`config.mk`:
```
export PLATFORM = sky130hd
export DESIGN_NAME = knn_connectivity_index_core
export DESIGN_NICKNAME = d
export VERILOG_FILES = /design/src/design/knn_ci_pkg.sv /design/src/design/knn_ci_ctrl.sv /design/src/design/knn_ci_datapath.sv /design/src/design/knn_connectivity_index_core.sv
export VERILOG_INCLUDE_DIRS = /design/src /design/src/design
export SDC_FILE = /design/constraint.sdc
export NUM_CORES = 1
export LEC_CHECK = 0
export ABC_AREA = 0
export CAP_MARGIN = 10
export CORE_ASPECT_RATIO = 0.7
export CORE_UTILIZATION = 30
export CTS_CLUSTER_DIAMETER = 100
export DETAILED_ROUTE_END_ITERATION = 8
export DONT_BUFFER_PORTS = 1
export GPL_ROUTABILITY_DRIVEN = 0
export PLACE_DENSITY_LB_ADDON = 0.1
export SKIP_CTS_REPAIR_TIMING = 1
export SLEW_MARGIN = 0
export SYNTH_ARGS = -nofsm -noshare
export SYNTH_HDL_FRONTEND = slang
export SYNTH_HIERARCHICAL = 1
export SYNTH_SLANG_ARGS = --single-unit
```
`constraint.sdc`:
```
create_clock -name aclk -period 6.4 [get_ports aclk]
set_input_delay 0.64 -clock aclk [delete_from_list [all_inputs] [get_ports aclk]]
set_output_delay 0.64 -clock aclk [all_outputs]
set_load 0.05 [all_outputs]
```
`src/design/knn_connectivity_index_core_assert.svh`:
```
// Assertion macros for the k-nearest-neighbour connectivity index core.
// Included by the top level; the bodies expect aclk and aresetn in scope.
// Assertions are compiled out when SYNTHESIS is defined.
`ifndef KNN_CONNECTIVITY_INDEX_CORE_ASSERT_SVH
`define KNN_CONNECTIVITY_INDEX_CORE_ASSERT_SVH

`ifndef SYNTHESIS

// Condition in this cycle implies consequence in the same cycle.
`define KNN_CI_ASSERT_SAME(lbl, ante, cons, msg) \
    lbl: assert property (@(posedge aclk) disable iff (!aresetn) (ante) |-> (cons)) \
        else $error(msg);

// Condition in this cycle implies consequence in the next cycle.
`define KNN_CI_ASSERT_NEXT(lbl, ante, cons, msg) \
    lbl: assert property (@(posedge aclk) disable iff (!aresetn) (ante) |=> (cons)) \
        else $error(msg);

`else

`define KNN_CI_ASSERT_SAME(lbl, ante, cons, msg)
`define KNN_CI_ASSERT_NEXT(lbl, ante, cons, msg)

`endif

`endif

```
`src/design/knn_ci_pkg.sv`:
```
// Shared constants, types and command struct for the connectivity index core.
// No dependencies; imported by the controller, the datapath and the top level.
`default_nettype none

package knn_ci_pkg;

    // Sizing of the neighbour list and label comparison.
    localparam int MAX_NEIGHBOURS = 16;
    localparam int LABEL_BITS     = 8;

    // Fixed widths of the interface fields.
    localparam int DIST_W    = 16;
    localparam int INDEX_W   = 10;
    localparam int CLUSTER_W = 8;
    localparam int TOTAL_W   = 28;
    localparam int FRAC_W    = 16;
    localparam int TERM_W    = FRAC_W + 1;
    localparam int FRAC_ONE  = 1 << FRAC_W;

    localparam int LABEL_W = (LABEL_BITS < CLUSTER_W) ? LABEL_BITS : CLUSTER_W;
    localparam int CNT_W   = $clog2(MAX_NEIGHBOURS + 1);
    localparam int SLOT_W  = (MAX_NEIGHBOURS > 1) ? $clog2(MAX_NEIGHBOURS) : 1;

    localparam logic [TOTAL_W-1:0] TOTAL_MAX = {TOTAL_W{1'b1}};

    // Configuration port.
    localparam int APB_DATA_W = 32;
    localparam int PADDR_W    = 3;
    localparam int CFG_IDX_W  = PADDR_W - 2;
    localparam int NCOUNT_W   = 5;
    localparam logic [NCOUNT_W-1:0]  NCOUNT_RESET        = NCOUNT_W'(10);
    localparam logic [CFG_IDX_W-1:0] REG_NEIGHBOUR_COUNT = CFG_IDX_W'(0);

    typedef enum logic [1:0] {
        ST_IDLE,
        ST_CLOSE,
        ST_EMIT
    } state_t;

    typedef struct packed {
        logic              accept;
        logic              close_step;
        logic              clear_list;
        logic              emit;
        logic [SLOT_W-1:0] slot;
    } dp_cmd_t;

endpackage

`default_nettype wire

```
`src/design/knn_ci_ctrl.sv`:
```
// Controller state machine: accepts entries, steps the row close over the
// neighbour slots and hands the total to the output register. Uses knn_ci_pkg.
`default_nettype none

module knn_ci_ctrl
    import knn_ci_pkg::*;
(
    input  wire logic             aclk,
    input  wire logic             aresetn,
    input  wire logic             s_valid,
    output logic                  s_ready,
    input  wire logic             s_last_in_row,
    input  wire logic             s_last_of_matrix,
    output logic                  m_valid,
    input  wire logic             m_ready,
    input  wire logic [CNT_W-1:0] count,
    output dp_cmd_t               cmd
);

    state_t            state_reg, state_next;
    logic [SLOT_W-1:0] slot_reg, slot_next;
    logic              mat_pend_reg, mat_pend_next;
    logic              out_valid_reg, out_valid_next;

    always_ff @(posedge aclk) begin
        if (!aresetn) begin
            state_reg     <= ST_IDLE;
            slot_reg      <= '0;
            mat_pend_reg  <= 1'b0;
            out_valid_reg <= 1'b0;
        end else begin
            state_reg     <= state_next;
            slot_reg      <= slot_next;
            mat_pend_reg  <= mat_pend_next;
            out_valid_reg <= out_valid_next;
        end
    end

    always_comb begin
        state_next     = state_reg;
        slot_next      = slot_reg;
        mat_pend_next  = mat_pend_reg;
        out_valid_next = out_valid_reg && !m_ready;
        s_ready        = 1'b0;
        cmd            = '0;
        cmd.slot       = slot_reg;
        case (state_reg)
            ST_IDLE: begin
                s_ready = 1'b1;
                if (s_valid) begin
                    cmd.accept = 1'b1;
                    if (s_last_in_row || s_last_of_matrix) begin
                        state_next    = ST_CLOSE;
                        slot_next     = '0;
                        mat_pend_next = s_last_of_matrix;
                    end
                end
            end
            ST_CLOSE: begin
                cmd.close_step = 1'b1;
                if (CNT_W'(slot_reg) == CNT_W'(count - 1'b1)) begin
                    cmd.clear_list = 1'b1;
                    state_next     = mat_pend_reg ? ST_EMIT : ST_IDLE;
                end else begin
                    slot_next = SLOT_W'(slot_reg + 1'b1);
                end
            end
            ST_EMIT: begin
                // The output register must be free, or freed in this cycle.
                if (!out_valid_reg || m_ready) begin
                    cmd.emit       = 1'b1;
                    out_valid_next = 1'b1;
                    state_next     = ST_IDLE;
                end
            end
            default: begin
                state_next = ST_IDLE;
            end
        endcase
    end

    assign m_valid = out_valid_reg;

endmodule

`default_nettype wire

```
`src/design/knn_ci_datapath.sv`:
```
// Datapath: sorted neighbour list with compare-and-shift insertion, the
// reciprocal-rank accumulator and the output register. Uses knn_ci_pkg.
`default_nettype none

module knn_ci_datapath
    import knn_ci_pkg::*;
(
    input  wire logic                 aclk,
    input  wire logic                 aresetn,
    input  wire dp_cmd_t              cmd,
    input  wire logic [CNT_W-1:0]     count,
    input  wire logic [DIST_W-1:0]    s_dissimilarity,
    input  wire logic [INDEX_W-1:0]   s_row_index,
    input  wire logic [INDEX_W-1:0]   s_col_index,
    input  wire logic [CLUSTER_W-1:0] s_row_cluster,
    input  wire logic [CLUSTER_W-1:0] s_col_cluster,
    output logic [TOTAL_W-1:0]        m_connectivity
);

    logic [DIST_W-1:0]  dist_reg  [MAX_NEIGHBOURS];
    logic [DIST_W-1:0]  dist_next [MAX_NEIGHBOURS];
    logic [LABEL_W-1:0] label_reg [MAX_NEIGHBOURS];
    logic [LABEL_W-1:0] label_next[MAX_NEIGHBOURS];
    logic               valid_reg [MAX_NEIGHBOURS];
    logic               valid_next[MAX_NEIGHBOURS];
    logic               keeps     [MAX_NEIGHBOURS];
    logic [TERM_W-1:0]  term_table[MAX_NEIGHBOURS];

    logic [LABEL_W-1:0] row_label_reg, row_label_next;
    logic [TOTAL_W-1:0] total_reg, total_next;
    logic [TOTAL_W-1:0] out_reg, out_next;

    logic               do_insert;
    logic [LABEL_W-1:0] new_label;
    logic [TOTAL_W:0]   sum;

    assign do_insert = cmd.accept && (s_row_index != s_col_index);
    assign new_label = s_col_cluster[LABEL_W-1:0];

    // Each slot keeps its entry when it is filled and not farther than the
    // new distance; equal distances keep the earlier column in front.
    for (genvar k = 0; k < MAX_NEIGHBOURS; k++) begin : g_slot
        localparam logic [TERM_W-1:0] TERM =
            TERM_W'((FRAC_ONE + (k + 1) / 2) / (k + 1));
        logic in_range;
        logic take_new;

        assign term_table[k] = TERM;
        assign keeps[k]      = valid_reg[k] && (dist_reg[k] <= s_dissimilarity);
        assign in_range      = CNT_W'(k) < count;

        if (k == 0) begin : g_head
            assign take_new = 1'b1;
        end else begin : g_body
            assign take_new = keeps[k-1];
        end

        always_comb begin
            dist_next[k]  = dist_reg[k];
            label_next[k] = label_reg[k];
            valid_next[k] = valid_reg[k];
            if (cmd.clear_list) begin
                valid_next[k] = 1'b0;
            end else if (do_insert && in_range && !keeps[k]) begin
                if (take_new) begin
                    dist_next[k]  = s_dissimilarity;
                    label_next[k] = new_label;
                    valid_next[k] = 1'b1;
                end else if (k > 0) begin
                    dist_next[k]  = dist_reg[(k > 0) ? k - 1 : 0];
                    label_next[k] = label_reg[(k > 0) ? k - 1 : 0];
                    valid_next[k] = valid_reg[(k > 0) ? k - 1 : 0];
                end
            end
        end
    end

    always_comb begin
        row_label_next = row_label_reg;
        total_next     = total_reg;
        out_next       = out_reg;
        sum            = {1'b0, total_reg} + (TOTAL_W + 1)'(term_table[cmd.slot]);
        if (cmd.accept) begin
            row_label_next = s_row_cluster[LABEL_W-1:0];
        end
        if (cmd.close_step && valid_reg[cmd.slot]
                && (label_reg[cmd.slot] != row_label_reg)) begin
            total_next = (sum > {1'b0, TOTAL_MAX}) ? TOTAL_MAX : sum[TOTAL_W-1:0];
        end
        if (cmd.emit) begin
            out_next   = total_reg;
            total_next = '0;
        end
    end

    always_ff @(posedge aclk) begin
        if (!aresetn) begin
            total_reg <= '0;
            for (int i = 0; i < MAX_NEIGHBOURS; i++) begin
                valid_reg[i] <= 1'b0;
            end
        end else begin
            total_reg <= total_next;
            for (int i = 0; i < MAX_NEIGHBOURS; i++) begin
                valid_reg[i] <= valid_next[i];
            end
        end
    end

    always_ff @(posedge aclk) begin
        row_label_reg <= row_label_next;
        out_reg       <= out_next;
        for (int i = 0; i < MAX_NEIGHBOURS; i++) begin
            dist_reg[i]  <= dist_next[i];
            label_reg[i] <= label_next[i];
        end
    end

    assign m_connectivity = out_reg;

endmodule

`default_nettype wire

```
`src/design/knn_connectivity_index_core.sv`:
```
// Top level of the k-nearest-neighbour cluster connectivity index core.
// Holds the configuration register and joins knn_ci_ctrl and knn_ci_datapath;
// uses knn_ci_pkg and knn_connectivity_index_core_assert.svh.
//
//   Channel  Direction  Handshake          Carries
//   s_*      in         s_valid/s_ready    one dissimilarity matrix entry
//   m_*      out        m_valid/m_ready    connectivity total, Q12.16
//   APB      in         psel/penable       neighbour_count at address 0
//
// An entry without a row or matrix mark is inserted into the sorted list by a
// parallel compare-and-shift at the transfer edge and does not hold up the next.
// An entry that ends a row steps the close over the list slot by slot, through
// the single accumulator adder; one that ends the matrix then hands the total to
// the output register, waiting there while that register is still full.
// Reset clears the list's valid bits, the total and all control state at once.
// A result waiting on m_ready does not stop entries of the next matrix.
`default_nettype none
`include "knn_connectivity_index_core_assert.svh"

module knn_connectivity_index_core
    import knn_ci_pkg::*;
(
    input  wire logic                  aclk,
    input  wire logic                  aresetn,

    input  wire logic                  s_valid,
    output logic                       s_ready,
    input  wire logic [DIST_W-1:0]     s_dissimilarity,
    input  wire logic [INDEX_W-1:0]    s_row_index,
    input  wire logic [INDEX_W-1:0]    s_col_index,
    input  wire logic [CLUSTER_W-1:0]  s_row_cluster,
    input  wire logic [CLUSTER_W-1:0]  s_col_cluster,
    input  wire logic                  s_last_in_row,
    input  wire logic                  s_last_of_matrix,

    output logic                       m_valid,
    input  wire logic                  m_ready,
    output logic [TOTAL_W-1:0]         m_connectivity,

    input  wire logic                  psel,
    input  wire logic                  penable,
    input  wire logic                  pwrite,
    input  wire logic [PADDR_W-1:0]    paddr,
    input  wire logic [APB_DATA_W-1:0] pwdata,
    output logic [APB_DATA_W-1:0]      prdata,
    output logic                       pready
);

    logic [NCOUNT_W-1:0]  neighbour_count_reg, neighbour_count_next;
    logic [CFG_IDX_W-1:0] reg_index;
    logic [CNT_W-1:0]     count;
    dp_cmd_t              cmd;

    // The register sits at byte address zero; the word index selects it.
    assign reg_index = paddr[PADDR_W-1:2];
    assign pready    = 1'b1;

    always_comb begin
        neighbour_count_next = neighbour_count_reg;
        if (psel && penable && pwrite && (reg_index == REG_NEIGHBOUR_COUNT)) begin
            neighbour_count_next = pwdata[NCOUNT_W-1:0];
        end
    end

    always_ff @(posedge aclk) begin
        if (!aresetn) begin
            neighbour_count_reg <= NCOUNT_RESET;
        end else begin
            neighbour_count_reg <= neighbour_count_next;
        end
    end

    always_comb begin
        prdata = '0;
        if (reg_index == REG_NEIGHBOUR_COUNT) begin
            prdata = APB_DATA_W'(neighbour_count_reg);
        end
    end

    // A count of zero behaves as one, and anything above the list length as
    // the full list.
    always_comb begin
        if (neighbour_count_reg == '0) begin
            count = CNT_W'(1);
        end else if (32'(neighbour_count_reg) > MAX_NEIGHBOURS) begin
            count = CNT_W'(MAX_NEIGHBOURS);
        end else begin
            count = CNT_W'(neighbour_count_reg);
        end
    end

    knn_ci_ctrl u_ctrl (
        .aclk             (aclk),
        .aresetn          (aresetn),
        .s_valid          (s_valid),
        .s_ready          (s_ready),
        .s_last_in_row    (s_last_in_row),
        .s_last_of_matrix (s_last_of_matrix),
        .m_valid          (m_valid),
        .m_ready          (m_ready),
        .count            (count),
        .cmd              (cmd)
    );

    knn_ci_datapath u_datapath (
        .aclk            (aclk),
        .aresetn         (aresetn),
        .cmd             (cmd),
        .count           (count),
        .s_dissimilarity (s_dissimilarity),
        .s_row_index     (s_row_index),
        .s_col_index     (s_col_index),
        .s_row_cluster   (s_row_cluster),
        .s_col_cluster   (s_col_cluster),
        .m_connectivity  (m_connectivity)
    );

    // A transfer that ends a row starts the close, so no entry can follow at once.
    `KNN_CI_ASSERT_NEXT(a_row_end_stalls, s_valid && s_ready && (s_last_in_row || s_last_of_matrix), !s_ready, "entry accepted directly after a row end")

    // A plain entry never holds up the next one.
    `KNN_CI_ASSERT_NEXT(a_plain_entry_streams, s_valid && s_ready && !s_last_in_row && !s_last_of_matrix, s_ready, "input stalled after a plain entry")

    // The accumulator is never stepped while entries can still arrive.
    `KNN_CI_ASSERT_SAME(a_close_excludes_accept, cmd.close_step || cmd.emit, !s_ready && !cmd.accept, "row close overlaps an input transfer")

endmodule

`default_nettype wire
```
---- After elaboration in Yosys (flattened, before gate mapping) ----
Memories as Yosys holds them, arrays and structs flattened. A register that Yosys moved wholly into a read port is not among the register bits.
Index checks and enable logic that the tools add are counted.
storage, ports and cells
  bits in registers ....................... 77
  memories kept ........................... 4
  latch bits .............................. 0
  ROM bits ................................ 272
  output and inout bits ................... 63
  word-level logic and storage cells ...... 352
  bits of input ports ..................... 96
  bits in writable memories ............... 400
memories
  memory                words  bits a word  rd ports  clocked after Yosys merged registers in  write ports  RTL line               source
  (name not given)      16     17           1         0                                        0            knn_ci_datapath.sv:82  sum = {1'b0, total_reg} + (TOTAL_W + 1)'(term_table[cmd.slot]);
  u_datapath.dist_reg   16     16           16        0                                        16           knn_ci_datapath.sv:20  logic [DIST_W-1:0] dist_reg [MAX_NEIGHBOURS];
  u_datapath.label_reg  16     8            16        1                                        16           knn_ci_datapath.sv:22  logic [LABEL_W-1:0] label_reg [MAX_NEIGHBOURS];
  u_datapath.valid_reg  16     1            17        1                                        16           knn_ci_datapath.sv:24  logic valid_reg [MAX_NEIGHBOURS];
cells by class
  multipliers ............................. 0
  bitwise logic cells ..................... 19
  $lt $le $gt $ge ......................... 35
  shift operators ......................... 0
  reductions and logical operators ........ 83
  equal/unequal tests ..................... 12
  div/mod/pow operators ................... 0
  $add $sub $neg .......................... 3
  mux-type cells .......................... 188
operators with widths
  operator                                                   count
  2-to-1 mux 16 bit                                          47
  2-to-1 mux 8 bit                                           47
  less-or-equal comparator 16 bit                            16
  2-to-1 mux 1 bit                                           73
  logical AND 1 bit                                          55
  less-than comparator 4 x 5 -> 1 bit, first input constant  8
  2-to-1 mux 17 bit                                          2
  adder 28 x 17 -> 29 bit                                    1
  > comparator 29 x 28 -> 1 bit, second input constant       1
  2-to-1 mux 28 bit                                          1
  2-to-1 mux 4 bit                                           7
  less-than comparator 3 x 5 -> 1 bit, first input constant  4
  logical NOT 1 bit                                          18
  bitwise OR 1 bit                                           16
  2-to-1 mux 5 bit                                           3
  2-to-1 mux 2 bit                                           6
  less-than comparator 1 x 5 -> 1 bit, first input constant  2
  less-than comparator 2 x 5 -> 1 bit, first input constant  2
  inequality test 10 bit                                     1
  inequality test 8 bit                                      1
  case mux 4 bit (2 select lines)                            1
  AND reduction 4 bit                                        2
  inequality test 2 x 1 -> 1 bit, second input constant      3
  inequality test 2 bit, second input constant               3
  other kinds (18)                                           20

---- Logic depth before layout (Yosys ltp) ----
Gate-level depths: netlist of run 1.
  depth after elaboration ................. 9
  depth in mapped cells ................... 18
  depth with buffers taken out ............ 15

---- By module ----
The synthesis of run 1 kept the hierarchy.
modules (own cells, without submodules)
  module                       instances  sequential area each (sq um)  area each (sq um)  cells an instance
  knn_ci_datapath              1          13573.0                       30807.0            2757
  knn_ci_ctrl                  1          160.2                         533.0              58
  knn_connectivity_index_core  1          100.1                         516.7              65

---- Worst setup path after synthesis of run 1 ----
Ideal clock, no wire load.
  path kind ............................... register to register
  from .................................... register neighbour_count_reg[3] (netlist name)
  to ...................................... memory u_datapath.dist_reg[5][0], in the netlist u_datapath/dist_reg[0][80], enable pin
  clock period less this slack ............ 5153 ps
  cell stages (with the launch flop) ...... 11
  library setup time ...................... 466 ps
  buffers on the path ..................... 1
  required time ........................... 5934 ps
  slack ................................... 1247 ps
  arrival ................................. 4688 ps
  path through ............................ dfxtp_1 or3_1 a21oi_1 inv_1 ha_1 nor3b_1 xor2_1 nor3_4 and2_2 clkbuf_1 nor4_1
RTL lines
  element        RTL line
  end, declared  knn_ci_datapath.sv:20

---- Final worst setup path of run 1 ----
  from .................................... register u_ctrl.slot_reg[0]
  to ...................................... register u_datapath.total_reg[21]
between the ends
  word-level cells in the longest chain between the ends .. 7
ends and longest elaborated chain
  element                                                  RTL line                source
  start, declared                                          knn_ci_ctrl.sv:21       logic [SLOT_W-1:0] slot_reg, slot_next;
  start signal, assigned                                   knn_ci_ctrl.sv:33       slot_reg <= slot_next;
  inverter 4 -> 5 bit (not written as such) *              knn_ci_datapath.sv:82
  memory (16 x 17 bit) *                                   -
  2-to-1 mux 17 bit (not written as such) * (2 in series)  knn_ci_datapath.sv:82
  adder 28 x 17 -> 29 bit *                                knn_ci_datapath.sv:82
  > comparator 29 x 28 -> 1 bit                            knn_ci_datapath.sv:88   total_next = (sum > {1'b0, TOTAL_MAX}) ? TOTAL_MAX : sum[TOTAL_W-1:0];
  2-to-1 mux 28 bit *                                      knn_ci_datapath.sv:88
  end signal, assigned                                     knn_ci_datapath.sv:103  total_reg <= total_next;
  end, declared                                            knn_ci_datapath.sv:30   logic [TOTAL_W-1:0] total_reg, total_next;
Mark *: on every way between the ends. The rest lies on a longest branch, timed or not. The select of a mux whose other input is x is not followed.
A chain may end at the register's enable or synchronous reset.

==> flow_summary.json, run 1 <==
{
  "ys_top_cells_by_count": "edfxtp_1, ha_1, mux2_2, nand3_1, nand2_1",
  "synthToLayoutAreaGrowth_pct": 10.71,
  "worstPathCellList": "buf_4 -> ha_1 -> nand2_1 -> o211ai_1 -> o21ai_0 -> ha_1 -> fa_1 -> a211oi_1 -> o21ai_0 -> a31oi_1 -> o31ai_1 -> nand2_1 -> nor2_1 -> buf_4 -> nor3_2 -> a311oi_2",
  "tightest_slew_ps": 1267,
  "drc": 0,
  "htree_levels": 2,
  "cts_num_sinks": 477,
  "max_freq_mhz": 208.6,
  "crit_path_max_fanout": 22,
  "synth.most_common_cell": "edfxtp_1",
  "synth_area_leader_cell": "edfxtp_1",
  "synthArstFlopShare": 0,
  "fin_crit_sh": 0.7490,
  "start_util": 0.3044,
  "io_pins": 159,
  "min_path_type": "input port to flop",
  "diodes": 0,
  "grt_first_pass_wirelength_um": 147800,
  "clkLatencyLatePin_ps": 650,
  "rsz0062_at_grt": "false",
  "clockRootBuffer": "clkbuf_16",
  "drt_iter0_drc": 2163,
  "num_rows": 99,
  "grt_pass1_vias": 23761,
  "dpl.hpwl_um": 73960,
  "seq_area_frac_synth": 0.4342,
  "cp_data_required_time_ps": 6870,
  "antenna_found_initial": 1,
  "clockBufferDepth": 3,
  "status": "finished, final reports clean",
  "largest_reg_flops": 256,
  "port_buffers": 0,
  "synthCells": 2880,
  "setup_viol": 0,
  "crit_path_end_kind": "flop",
  "multi_input_area_um2": 17010,
  "syn_avg_cell_area_um2": 11.06,
  "worst_setup_path_start_kind": "flop",
  "synth_edf_count": 428,
  "cts_tree": "yes",
  "fp.coreArea_um2": 104700,
  "via_per_inst": 5.659,
  "die_w_um": 391.5,
  "ys.warnings.count": 6,
  "critPathSlowestCell": "a31oi_1",
  "cts_made_buffers": 55,
  "grt_overflow": 0,
  "synth_cell_types": 82,
  "ir_drop_uv": 201.2,
  "nFillCells": 10308,
  "power.density_nw_per_um2": 258.7,
  "grt.total_usage": 0.1789,
  "maxCapViolCount": 0,
  "worstSetupPathType": "flop to flop",
  "die_area_um2": 107500,
  "grt_max_degree": 52,
  "synth-seq-cells": 477,
  "drt-total-wl_um": 98590,
  "slew_headroom": 0.1550,
  "hold_violations": 0,
  "tns_ps": 0,
  "fin_skew_ps": 38.94,
  "cp_num_buf_inv": 2,
  "dr_total_vias": 24040,
  "yosysTopAreaCellShare": 0.4034,
  "synth_flop_cell": "edfxtp_1",
  "fin_nets": 3172,
  "placed_cells": 4144,
  "synthTopCellsByArea": "edfxtp_1, ha_1, mux2_2, nand3_1, dfxtp_1",
  "ant_nets": 0,
  "die_height_um": 274.6,
  "power_w": 0.009123,
  "report.final.slew_viol_count": 0,
  "cp_top_family": "compound AO/OA/AOI/OAI gates",
  "min_period_ps": 4794,
  "first_pass_iters": 6,
  "regArea_um2": 13840,
  "syn-cell-area_um2": 31860,
  "final_layout_size_suffix_gt1_frac": 0.1821,
  "path_clk_slew_ps": 60,
  "cp_slowest_stage_delay_ps": 570,
  "leakagePower_nw": 12.86,
  "stdcell_count": 4248,
  "critPathArrivalTime_ps": 5270,
  "wl_per_cell_um": 23.21
}
==> final timing paths <==
path | slack, ps | cells after the start | start | endpoint
hold / removal | 90 | 0 | s_row_cluster[7] | u_datapath/row_label_reg[7]
setup / recovery | 1610 | 16 | u_ctrl/slot_reg[0] | u_datapath/total_reg[21]
hold reg to reg | 440 | 0 | u_datapath/total_reg[19] | u_datapath/m_connectivity[19]
setup reg to reg | 1610 | 16 | u_ctrl/slot_reg[0] | u_datapath/total_reg[21]
==> placed cells by master (no fill, tap or decap), types with 28 or more instances in the layout <==
cell,n
edfxtp_1,428
ha_1,283
mux2_2,264
nand3_1,263
nand2_1,188
nand4_1,154
o2111ai_1,99
buf_4,77
o21ai_0,77
a21oi_1,72
a21o_1,66
o311a_1,65
inv_1,64
nor2_1,60
clkbuf_16,55
o21a_1,54
dfxtp_1,47
mux2i_1,40
and3_1,38
nor2b_1,32
conb_1,28
==> cell families after synthesis <==
family | Yosys count | share of synthesized area
multiplexers | 331 | 0.1252
flip-flops | 477 | 0.4342
AND/OR/NAND/NOR | 854 | 0.1400
other | 2 | 0.0002357
buffers and inverters | 318 | 0.04301
adder cells (fa/ha/maj) | 284 | 0.1118
XOR/XNOR | 40 | 0.01143
AO/OA/AOI/OAI | 574 | 0.1341
==> power breakdown <==
group,internal [W],switching (W)
registers,0.00377,0.000216
clock network,0.00181,0.00137
logic,0.000808,0.00114
total,0.00640,0.00273
==> through the flow <==
step | area, um^2 | setup slack [ps] | util | hold slack, ps
2_1_floorplan | 31950 | 1247 | - | 408.2
3_3_place_gp | 33440 | 1855 | 0.3195 | 424.5
3_5_place_dp | 33440 | 1754 | 0.3195 | 430.6
4_1_cts | 35180 | 1662 | 0.3361 | 26.15
5_1_grt | 35270 | 1288 | 0.3369 | 46.24
6_report | 35270 | 1606 | 0.3369 | 87.48
==> worst register-to-register path, stage by stage (launching register included) <==
cell	delay [ps]
dfxtp_2	360
buf_4	410
ha_1	250
nand2_1	60
o211ai_1	100
o21ai_0	150
ha_1	260
fa_1	500
a211oi_1	370
o21ai_0	240
a31oi_1	570
o31ai_1	280
nand2_1	260
nor2_1	80
buf_4	210
nor3_2	370
a311oi_2	150
==> final cells by class <==
cell class,count,share of cell area
multi-input combinational,2111,0.4824
sequential,477,0.3923
tap,1414,0.05017
clock buffer,75,0.04201
timing repair buffer,82,0.01877
clock inverter,24,0.007415
inverter,65,0.006918
==> per-layer routing <==
layer / global-route usage / up-vias / share of wire
met4: 0.04231 / 0 / 0.018
met1: 0.2727 / 11899 / 0.50
met3: 0.04277 / 115 / 0.080
met2: 0.2496 / 856 / 0.40
met5: 0 / - / 0
li1: - / 11170 / -
(Power assumes the default switching activity.)
==> run 2, diff against run 1 <==
==> constraint.sdc (replaced) <==
create_clock -name aclk -period 4.28 [get_ports aclk]
set_input_delay 0.428 -clock aclk [delete_from_list [all_inputs] [get_ports aclk]]
set_output_delay 0.428 -clock aclk [all_outputs]
set_load 0.05 [all_outputs]
==> flow_summary.json, run 2 (same netlist as run 1, synthesis figures left out) <==
{
  "port_buffers": 0,
  "wl_per_cell_um": 25.39,
  "violations": "negative hold slack",
  "critPathArrivalTime_ps": 4380,
  "leakagePower_nw": 13.36,
  "power.density_nw_per_um2": 379.4,
  "multi_input_area_um2": 17030,
  "power_frac_clock": 0.338,
  "dp_slack_ps": 182.0,
  "worstReg2RegStart": "u_ctrl/slot_reg[1]",
  "maxCapViolCount": 0,
  "hold_violations": 1,
  "drc": 0,
  "fin_skew_ps": 17.19,
  "antenna_found_initial": 15,
  "cts_num_sinks": 477,
  "final_cell_mix": "edfxtp_1, ha_1, mux2_2, nand3_1, nand2_1",
  "die_w_um": 391.5,
  "rsz0062_at_grt": "false",
  "fin_nets": 3284,
  "num_rows": 99,
  "dr_total_vias": 24894,
  "min_path_type": "input port to flop",
  "clockRootBuffer": "clkbuf_16",
  "report.final.slew_viol_count": 0,
  "grt.total_usage": 0.1830,
  "p_int_w": 0.009484,
  "swShare": 0.3099,
  "pwr-share-comb": 0.228,
  "largest_reg_flops": 256,
  "status": "finished with violations",
  "cp_data_required_time_ps": 4820,
  "via_per_inst": 5.704,
  "stdcell_count": 4364,
  "drt-total-wl_um": 110800,
  "slew_headroom": 0.2115,
  "fin_crit_sh": 0.8976,
  "ant_nets": 0,
  "grt_overflow": 0,
  "nFillCells": 10267,
  "first_pass_iters": 6,
  "final_layout_size_suffix_gt1_frac": 0.1969,
  "worst_r2r_path_depth": 16,
  "power_w": 0.01374,
  "power_frac_seq": 0.434,
  "grt_first_pass_wirelength_um": 150400,
  "fin_ws_ps": 438.2,
  "fp.coreArea_um2": 104700,
  "crit_path_max_fanout": 19,
  "worst_setup_path_start_kind": "flop",
  "whs_ps": -3.897,
  "die_area_um2": 107500,
  "path_clk_slew_ps": 70,
  "io_pins": 159,
  "ir_drop_uv": 305.8,
  "whs_path_depth": 2,
  "grt_max_degree": 50,
  "hold_end": "neighbour_count_reg[3]",
  "clockBufferDepth": 3,
  "dpl.hpwl_um": 76790,
  "cts_made_buffers": 53,
  "regToRegSetupSlack_ps": 440,
  "tightest_slew_ps": 1183,
  "clkLatencyLatePin_ps": 640,
  "r2r_end": "u_datapath/total_reg[18]",
  "htree_levels": 2,
  "die_height_um": 274.6,
  "hp-start": "pwdata[3]",
  "setup_viol": 0,
  "cts_tree": "yes",
  "worstSetupPathType": "flop to flop",
  "placed_cells": 4206,
  "min_period_ps": 3842,
  "regArea_um2": 13840,
  "max_freq_mhz": 260.3,
  "synthToLayoutAreaGrowth_pct": 13.70,
  "crit_path_end_kind": "flop",
  "start_util": 0.3044,
  "drt_iter0_drc": 2191,
  "final_common_cell": "edfxtp_1",
  "grt_pass1_vias": 23699,
  "power_switching_w": 0.004259
}
## run 2: cell types whose count changed in the layout (fill, tap and decap cells not counted), moves of 2 or more
cell / before / now
bufinv_16: 5 / 2
buf_12: 0 / 2
clkinv_8: 2 / 0
diode_2: 0 / 4
buf_8: 3 / 1
clkbuf_1: 17 / 11
clkinv_2: 9 / 11
inv_16: 0 / 2
dlygate4sd3_1: 0 / 55
buf_4: 77 / 137
clkinv_4: 0 / 2
## run 2: cell type report
cell class | instances | area share
timing repair buffer | 196 | 0.04543
tap | 1414 | 0.04885
multi-input combinational | 2111 | 0.4701
clock inverter | 27 | 0.006011
clock buffer | 70 | 0.04066
sequential | 477 | 0.3820
antenna | 4 | 0.0002764
inverter | 65 | 0.006736
## run 2: metrics by stage
step                      hold slack, ps  TNS, ps    util  area (um^2)
after floorplan                    408.2   -63130       -        31970
after global placement             426.0        0  0.3242        33930
after detailed placement           415.6        0  0.3242        33930
after CTS                         -166.5        0  0.3403        35620
after global routing              -4.889        0  0.3459        36210
final                             -3.897        0  0.3460        36220
## run 2: power groups by stage
stage,logic [W],registers [W],clock network [W]
after floorplan,0.00224,0.00589,0
after global placement,0.00290,0.00604,0
after detailed placement,0.00297,0.00605,0
after CTS,0.00299,0.00595,0.00478
after global routing,0.00344,0.00600,0.00493
final,0.00313,0.00597,0.00464
## run 2: layer usage
metal	GRT usage	routed length, um
met1	0.2881	56700
met5	0	82
met4	0.04025	1752
met2	0.2551	41220
met3	0.03127	11040
## run 2: worst max-delay path: stages (launching register included)
cell and delay (ps):
dfxtp_1 450, inv_2 90, buf_4 200, ha_1 210, inv_1 130, o21ai_0 110, a22o_1 200, ha_1 360
o21ai_0 100, nor2_1 200, a31oi_2 190, o31ai_2 360, nand2_1 250, nor2_1 270, buf_4 290, nor3_1 90
a211oi_1 230
## run 2: worst max path at each step
stage                                 startpoint                    endpoint  slack (ps)  cells after the start
after floorplan           neighbour_count_reg[3]  u_datapath/dist_reg[0][80]        -870                     10
after global routing          u_ctrl/slot_reg[1]    u_datapath/total_reg[15]          30                     16
final                         u_ctrl/slot_reg[1]    u_datapath/total_reg[18]         440                     16
after detailed placement      u_ctrl/slot_reg[0]    u_datapath/total_reg[15]         180                     15
after global placement        u_ctrl/slot_reg[0]     u_datapath/total_reg[6]         340                     15
after CTS                     u_ctrl/slot_reg[0]    u_datapath/total_reg[15]         130                     15
==> run 3, diff against run 2 <==
--- a/config.mk
+++ b/config.mk
@@ -6,7 +6,7 @@
 export SDC_FILE = /design/constraint.sdc
 export NUM_CORES = 1
 export LEC_CHECK = 0
-export ABC_AREA = 0
+export ABC_AREA = 1
 export CAP_MARGIN = 10
 export CORE_ASPECT_RATIO = 0.7
 export CORE_UTILIZATION = 30
@@ -16,7 +16,6 @@
 export GPL_ROUTABILITY_DRIVEN = 0
 export PLACE_DENSITY_LB_ADDON = 0.1
 export SKIP_CTS_REPAIR_TIMING = 1
-export SLEW_MARGIN = 0
 export SYNTH_ARGS = -nofsm -noshare
 export SYNTH_HDL_FRONTEND = slang
 export SYNTH_HIERARCHICAL = 1
==> flow_summary.json, run 3 <==
{
  "p_int_w": 0.009140,
  "final_common_cell": "nand2_1",
  "path_clk_slew_ps": 60,
  "min_path_type": "input port to flop",
  "crit_end": "u_datapath/total_reg[17]",
  "seq_area_frac_synth": 0.4861,
  "max_freq_mhz": 259.7,
  "clkLatencyLatePin_ps": 620,
  "grt_first_pass_wirelength_um": 117800,
  "pwr-share-comb": 0.187,
  "drc": 0,
  "grt_pass1_vias": 20465,
  "htree_levels": 2,
  "tightest_slew_ps": 1139,
  "regToRegSetupSlack_ps": 430,
  "fin_nets": 3657,
  "clockRootBuffer": "clkbuf_16",
  "final_layout_size_suffix_gt1_frac": 0.06564,
  "fp.coreArea_um2": 93970,
  "synthToLayoutAreaGrowth_pct": 13.32,
  "cp_data_required_time_ps": 4850,
  "min_period_ps": 3850,
  "grt_overflow": 0,
  "status": "finished, final reports clean",
  "clockBufferDepth": 3,
  "critPathArrivalTime_ps": 4420,
  "slew_headroom": 0.2401,
  "dpl.hpwl_um": 58450,
  "ir_drop_uv": 281.8,
  "die_height_um": 259.7,
  "rsz0062_at_grt": "false",
  "crit_path_max_fanout": 19,
  "power.density_nw_per_um2": 401.9,
  "report.final.slew_viol_count": 0,
  "fin_crit_sh": 0.8995,
  "power_switching_w": 0.003819,
  "power_frac_seq": 0.454,
  "power_frac_clock": 0.359,
  "drt-total-wl_um": 76460,
  "syn-cell-area_um2": 28460,
  "dr_total_vias": 21697,
  "synthArstFlopShare": 0,
  "worstReg2RegStart": "u_ctrl/slot_reg[1]",
  "worstSetupPathType": "flop to flop",
  "drt_iter0_drc": 1513,
  "worst_setup_path_start_kind": "flop",
  "io_pins": 159,
  "ant_nets": 0,
  "diodes": 0,
  "crit_path_end_kind": "flop",
  "crit_start": "u_ctrl/slot_reg[1]",
  "synth_flop_cell": "edfxtp_1",
  "maxCapViolCount": 0,
  "start_util": 0.3028,
  "port_buffers": 0,
  "ys_top_cells_by_count": "nand2_1, o21ai_0, edfxtp_1, inv_1, ha_1",
  "synthCells": 3231,
  "syn_avg_cell_area_um2": 8.807,
  "swShare": 0.2947,
  "ys.warnings.count": 6,
  "cts_num_sinks": 477,
  "cts_tree": "yes",
  "dp_slack_ps": 320.1,
  "setup_viol": 0,
  "cts_made_buffers": 54,
  "largest_reg_flops": 256,
  "power_w": 0.01296,
  "grt_max_degree": 68,
  "grt.total_usage": 0.1563,
  "antenna_found_initial": 3,
  "r2r_end": "u_datapath/total_reg[17]",
  "synth-seq-cells": 477,
  "leakagePower_nw": 13.88,
  "synth_cell_types": 48,
  "first_pass_iters": 7,
  "die_w_um": 370.1,
  "fin_skew_ps": 17.53,
  "num_rows": 94,
  "synth_area_leader_cell": "edfxtp_1",
  "yosysTopAreaCellShare": 0.4517,
  "hold_violations": 0,
  "final_cell_mix": "nand2_1, o21ai_0, edfxtp_1, inv_1, ha_1",
  "die_area_um2": 96110,
  "worst_r2r_path_depth": 21,
  "synthTopCellsByArea": "edfxtp_1, ha_1, nand2_1, o21ai_0, inv_1",
  "via_per_inst": 4.749,
  "synth_edf_count": 428,
  "whs_ps": 20.66,
  "wl_per_cell_um": 16.73,
  "synth.most_common_cell": "nand2_1",
  "tns_ps": 0,
  "fin_ws_ps": 430.1
}
run 3: cell types whose count changed after synthesis, moves of 42 or more:
cell / before / now
a21oi_1: 80 / 172
o2111ai_1: 99 / 8
inv_1: 64 / 286
a21o_1: 66 / 5
nand2_1: 188 / 849
o21ai_0: 81 / 444
o21a_1: 54 / 12
nand3_1: 263 / 121
o311a_1: 65 / 0
clkbuf_1: 185 / 103
nor2_1: 60 / 205
nand4_1: 154 / 46
mux2_2: 264 / 0
run 3: power groups by stage:
| stage | logic, W | registers, W | clock network (W) |
|---|---|---|---|
| floorplan | 0.00174 | 0.00590 | 0 |
| global placement | 0.00236 | 0.00597 | 0 |
| detailed placement | 0.00240 | 0.00598 | 0 |
| CTS | 0.00241 | 0.00588 | 0.00485 |
| global route | 0.00280 | 0.00593 | 0.00499 |
| finish | 0.00242 | 0.00588 | 0.00465 |
run 3: worst min path at each step:
stage                           startpoint  depth (start not counted)                endpoint
finish                             m_ready                          3          u_ctrl/m_valid
global route                       m_ready                          3          u_ctrl/m_valid
CTS                                aresetn                          1  neighbour_count_reg[3]
detailed placement  neighbour_count_reg[1]                          2  neighbour_count_reg[1]
global placement    neighbour_count_reg[1]                          2  neighbour_count_reg[1]
floorplan           neighbour_count_reg[1]                          2  neighbour_count_reg[1]
run 3: critical path: stages, from the launching register on:
cell and delay, ps:
dfxtp_1 580, buf_4 270, inv_4 150, ha_1 240
inv_1 90, nand2_1 80, o21ai_0 90, o21ai_0 120
ha_1 360, nand2_1 130, a21oi_1 140, nor2_1 50
nand2_1 160, nand3_1 100, nand2_1 160, a21o_1 150
nand2_1 110, inv_2 220, nand3_2 260, nand3_1 180
nand2_1 60, inv_1 60
run 3: cell families after synthesis:
logic type | share of synthesized area
xor gates and xnor gates | 0.005848
other | 0.0002639
buffers and inverters | 0.06701
DFF | 0.4861
and+or+nand+nor | 0.1857
adders and majority gates | 0.1251
AOI/OAI and AO/OA | 0.1299
run 3: through the flow:
stage | cells | utilization | instance area, um^2
2_1_floorplan | 3257 | - | 28550
3_3_place_gp | 4431 | 0.3204 | 30110
3_5_place_dp | 4431 | 0.3204 | 30110
4_1_cts | 4531 | 0.3389 | 31850
5_1_grt | 4569 | 0.3431 | 32250
6_report | 4569 | 0.3431 | 32250
run 3: area by class of cell:
cell class | instances | area (um^2)
inverters | 294 | 1109
fillers | 9757 | 61730
repair buffers | 129 | 1124
clock inverters | 25 | 192.7
flip-flops and latches | 477 | 13840
well taps | 1248 | 1562
clock buffers | 75 | 1545
multi-input cells | 2321 | 12880
run 3: layer usage:
metal  up-vias  part of all wire  global-route usage
met5         -                 0                   0
li1      11161                 -                   -
met4         0             0.018             0.03570
met1      9988              0.53              0.2408
met3        93             0.053             0.02564
met2       455              0.40              0.2247
